$ cat config.mk
export PLATFORM = sky130hd
export DESIGN_NAME = gme_regs
export DESIGN_NICKNAME = d
export VERILOG_FILES = /design/src/rtl/core/gme_pkg.sv /design/src/rtl/core/gme_regs.sv
export SDC_FILE = /design/constraint.sdc
export NUM_CORES = 1
export LEC_CHECK = 0
export BUFFER_PORTS_ARGS = -buffer_cell sky130_fd_sc_hd__buf_4
export CAP_MARGIN = 20
export CORE_UTILIZATION = 35
export DETAILED_ROUTE_END_ITERATION = 8
export PLACE_DENSITY = 0.75
export SETUP_SLACK_MARGIN = 0.1
export SYNTH_ARGS = -nofsm -noshare
export SYNTH_HDL_FRONTEND = slang
export SYNTH_SLANG_ARGS = --single-unit
$ cat constraint.sdc
create_clock -name clk -period 2.6 [get_ports clk]
set_input_delay 0.52 -clock clk [delete_from_list [all_inputs] [get_ports clk]]
set_output_delay 0.52 -clock clk [all_outputs]
set_load 0.01 [all_outputs]
$ cat src/rtl/core/gme_pkg.sv
// Shared types and constants of the graph minimum erosion unit.
`default_nettype none

package gme_pkg;

  // Item kinds carried on the input channel's tuser.
  localparam logic [1:0] KIND_WRITE_VALUE = 2'd0;
  localparam logic [1:0] KIND_WRITE_SLOT  = 2'd1;
  localparam logic [1:0] KIND_RUN         = 2'd2;
  localparam logic [1:0] KIND_READ        = 2'd3;

  // Register indexes, taken from address bit 2.
  localparam logic REG_PASS_COUNT = 1'b0;
  localparam logic REG_NODE_COUNT = 1'b1;

  localparam int PASS_COUNT_BITS = 8;
  localparam int NODE_COUNT_BITS = 11;
  localparam int CFG_ADDR_BITS   = 3;
  localparam int CFG_DATA_BITS   = 32;

  localparam logic [PASS_COUNT_BITS-1:0] PASS_COUNT_RESET = 8'd2;
  localparam logic [NODE_COUNT_BITS-1:0] NODE_COUNT_RESET = 11'd1024;

  // Input field widths.
  localparam int KIND_BITS   = 2;
  localparam int NODE_BITS   = 10;
  localparam int SLOT_BITS   = 3;
  localparam int IN_VAL_BITS = 32;
  localparam int OUT_BITS    = 32;

  // One adjacency entry: valid bit above the neighbor index.
  localparam int ADJ_BITS = NODE_BITS + 1;

  typedef struct packed {
    logic [PASS_COUNT_BITS-1:0] pass_count;
    logic [NODE_COUNT_BITS-1:0] node_count;
  } cfg_t;

endpackage

`default_nettype wire

$ cat src/rtl/core/gme_regs.sv
// Configuration register file of the graph minimum erosion unit.
`default_nettype none

module gme_regs (
  input  wire                                 clk,
  input  wire                                 rst_n,
  input  wire                                 psel,
  input  wire                                 penable,
  input  wire                                 pwrite,
  input  wire  [gme_pkg::CFG_ADDR_BITS-1:0]   paddr,
  input  wire  [gme_pkg::CFG_DATA_BITS-1:0]   pwdata,
  output logic [gme_pkg::CFG_DATA_BITS-1:0]   prdata,
  output logic                                pready,
  output gme_pkg::cfg_t                       cfg
);

  gme_pkg::cfg_t cfg_r;
  gme_pkg::cfg_t cfg_nxt;
  logic          wr_en;

  assign pready = 1'b1;
  assign wr_en  = psel && penable && pwrite;
  assign cfg    = cfg_r;

  always_comb begin
    cfg_nxt = cfg_r;
    if (wr_en) begin
      case (paddr[2])
        gme_pkg::REG_PASS_COUNT: cfg_nxt.pass_count = pwdata[gme_pkg::PASS_COUNT_BITS-1:0];
        gme_pkg::REG_NODE_COUNT: cfg_nxt.node_count = pwdata[gme_pkg::NODE_COUNT_BITS-1:0];
        default: cfg_nxt = cfg_r;
      endcase
    end
  end

  always_comb begin
    case (paddr[2])
      gme_pkg::REG_PASS_COUNT: prdata = gme_pkg::CFG_DATA_BITS'(cfg_r.pass_count);
      gme_pkg::REG_NODE_COUNT: prdata = gme_pkg::CFG_DATA_BITS'(cfg_r.node_count);
      default: prdata = '0;
    endcase
  end

  always_ff @(posedge clk) begin
    if (!rst_n) begin
      cfg_r.pass_count <= gme_pkg::PASS_COUNT_RESET;
      cfg_r.node_count <= gme_pkg::NODE_COUNT_RESET;
    end else begin
      cfg_r <= cfg_nxt;
    end
  end

endmodule

`default_nettype wire

# Word-level counts from Yosys, hierarchy flattened
# Cells that the tools add are included.
[word_totals] ff_bits=19 inputBits=40 output_inout_bits=52 elab_cells=8
[op_classes] muxes=1 n_bitwise=1 reduce_logical=4
[ops] cell="one-hot mux 32 bit (2 select lines)" count=1
[ops] cell="AND reduction 2 bit" count=2
[ops] cell="logical AND 1 bit" count=2
[ops] cell="NOT 1 bit" count=1

# Longest topological paths before layout
[depth] ltp_word=3 mapped_depth=3 depth_no_buf=2

# Worst setup path after synthesis
# No wires, ideal clock.
[synth_timing] kind="input-to-output" startpoint="input port paddr[2] (netlist name)" endpoint="output port prdata[1] (netlist name)" t_arrival_ns=1.060 t_required_ns=2.080 path_slack_ns=1.020 cell_stages=2 n_path_buf=1 cell_sequence="buf_2 -> mux2_2"
[synth_between] elab_chain_cells=2
[synth_lines] item="from (decl)" line_no="gme_regs.sv:10" rtl="input wire [gme_pkg::CFG_ADDR_BITS-1:0] paddr,"
[synth_lines] item="NOT 1 bit"
[synth_lines] item="one-hot mux 32 bit (2 select lines) (*)" line_no="gme_regs.sv:37" rtl="case (paddr[2])"
[synth_lines] item="to (decl)" line_no="gme_regs.sv:12" rtl="output logic [gme_pkg::CFG_DATA_BITS-1:0] prdata,"
# Mark *: on every way between the ends. The rest lies on a longest branch, timed or not. The select of a mux whose other input is x is not followed.

# Worst setup path after layout
[layout_timing] startpoint="input port paddr[2] (netlist name)" endpoint="output port prdata[2] (netlist name)"
# The elaborated chain is that of the path after synthesis.

==> run metrics <==
CTS sink cnt=19; nets=about 200; via count=816; # hold bufs at CTS=0; max reg flops=19; vias in the first global route=~700; Data required, critical path=2.08 ns; grt ovf=0; Fin. Hold Viols=0; post-DP HPWL=1539 um; die area=3189 um^2; Die Ht=between 50 and 60 um; CTS resizes=0; Clock Tree Buf Depth=2; max_cap viols=0; run status=finished, final reports clean; Worst Min Path Start=cfg[8]; Worst EP arrival=1.19 ns; max-slew violations=0; Mapped Area=1038 um^2; Initial Util=0.3734; Seq pwr share=0.561; reg2reg setup slack=1.95 ns; clk_lat worst skew=0.29 ns; Critical Path Stages=3; largest net degree at the start of global routing=32; Max VDD drop=214.1 uV; Clock power frac=0.269; CTS root buffer=clkbuf_4; crit-path cells=buf_4 -> mux2_2 -> buf_4; Cell variety after synth=13; R2R depth=2; Final Cycle Share=0.6580; commonest non-fill, non-tap cells in the layout=buf_4, nand2_1, conb_1; Residual DRC=0; IO Count=92; Leak=0.6749 nW; startpoint types=primary input; Initial DRC Count=15; Synth top area share=0.3663; Worst-path clk slew=0.10 ns; H-tree depth=1; non-filler instance count after layout=185; slowest stage delay, CP=0.35 ns; Tot GR Track Use=0.1302; Rows=19; Synth warnings=0; RSZ-0062 raised after global routing=no; Num CTS Buffers=3; RR Startpoint=cfg[1]; hold crit path type=reg2reg; Critical Path End Type=output port; wire length per cell=~11 um; Critical Path Start=paddr[2]; number of vias per cell=4.411; Routed Antenna Nets=0; Antenna Cells=0; initial antenna violation count=0; share of cells above drive strength 1=0.3766; Setup-failing EPs final=0; synth top area cells=dfxtp_1, mux2i_1, buf_4, nand2_1, mux2_2; post-synthesis instance total=112; # Post-CTS Setup Buffers=0; Buffers on Ports=46; post-synthesis sequential area ratio=0.3663; Yosys reg bits=19; Internal=between 0.0004 and 0.0005 W; drt pass-1 iters=2; Final WS setup=0.8892 ns; Worst path slowest cell=mux2_2; first-pass GRT wire length=3194 um; Setup crit end=prdata[2]; final wirelength=2046 um; Synth area leader=dfxtp_1; Least-Margin Pin Slew=around 0.64 ns; combinational cell fraction of total power=0.171; min cycle time layout=1.711 ns; Most Frequent Cell on Critical Path=buf_4; Max Clock Freq=between 500 and 600 MHz; Syn-to-layout area delta=26.99%; Core Util, Final=0.4741; clk_skew=0 ns; core box area=2781 um^2; CTS tree=built; Setup Slack @ Placement=just under 0.9 ns; placed cells=roughly 180; final setup TNS=0 ns; Max FO, Critical Path=13; critical path's top delay family=multiplexers; Sw Share=0.2571; die width=56.47 um; R2R Path End=cfg[1]; Psw=about 0.00014 W; synthesized area per cell=between 9 and 10 um^2; total buffers and inverters traversed by the critical path=2; max-slew headroom at the worst pin=0.5730; PD cells=408.4 nW/um^2; crit path kind=in2out; last weighted congestion value of the routability-driven placer=roughly 0.72; commonest non-fill, non-tap cell in the layout=buf_4
## worst min path at each step
| stage | depth (start not counted) | endpoint |
|---|---|---|
| floorplan | 2 | cfg[8] |
| global placement | 2 | cfg[9] |
| detailed placement | 2 | cfg[2] |
| CTS | 3 | cfg[10] |
| global route | 3 | cfg[9] |
| finish | 2 | cfg[8] |
## layout make-up
| class | count | area [um^2] |
|---|---|---|
| Timing Repair Buffer | 46 | 345.3 |
| Clock buffer | 4 | 26.28 |
| Tap cell | 31 | 38.79 |
| Sequential cell | 19 | 380.4 |
| Multi-Input combinational cell | 85 | 528.0 |
| Fill cell | 275 | 1463 |
## Yosys cell counts
cell / number
and4_4: 1
conb_1: 2
buf_8: 1
dfxtp_1: 19
clkbuf_1: 2
and2_1: 3
nand2_1: 27
mux2i_1: 19
nand4b_1: 1
buf_4: 23
nor2b_1: 4
mux2_2: 8
buf_2: 2
## stage by stage
step                 power, W  area [um^2]  hold slack (ns)
finish              0.0005386         1319           0.4762
global route        0.0005711         1319           0.4817
CTS                 0.0005474         1319           0.4804
global placement    0.0003984         1292           0.4519
detailed placement  0.0004008         1292           0.4618
floorplan           0.0003850         1114           0.4868
## cell families (layout without fill, tap and decap cells)
group | Yosys count | in the layout | synth area share
buffers and inverters | 28 | 50 | 0.1976
flip-flops | 19 | 19 | 0.3663
multiplexers | 27 | 27 | 0.2699
AND/OR/NAND/NOR | 36 | 36 | 0.1590
other | 2 | 22 | 0.007232
## routing by layer
metal | wire (um) | up-vias | GRT usage | part of all wire
met3 | 180 | 2 | 0.02995 | 0.088
met2 | 992 | 45 | 0.2218 | 0.48
met4 | 10 | 0 | 0.06272 | 0.0049
li1 | - | 402 | - | -
met1 | 863 | 367 | 0.1524 | 0.42
met5 | 0 | - | 0 | 0
## power groups by stage
stage	clock network, W	registers, W	logic [W]
after floorplan	0	0.000311	0.0000739
after global placement	0	0.000308	0.0000903
after CTS	0.000153	0.000302	0.0000921
after detailed placement	0	0.000309	0.0000921
after global routing	0.000168	0.000303	0.000100
final	0.000145	0.000302	0.0000919
## tightest hold or removal path: cells and delay by family, from the launching register on
family / cells / cell delay (ns)
DFF: 1 / 0.33
muxes: 1 / 0.05
and+or+nand+nor: 1 / 0.05
Note: power is estimated with default switching activity, not from simulation.
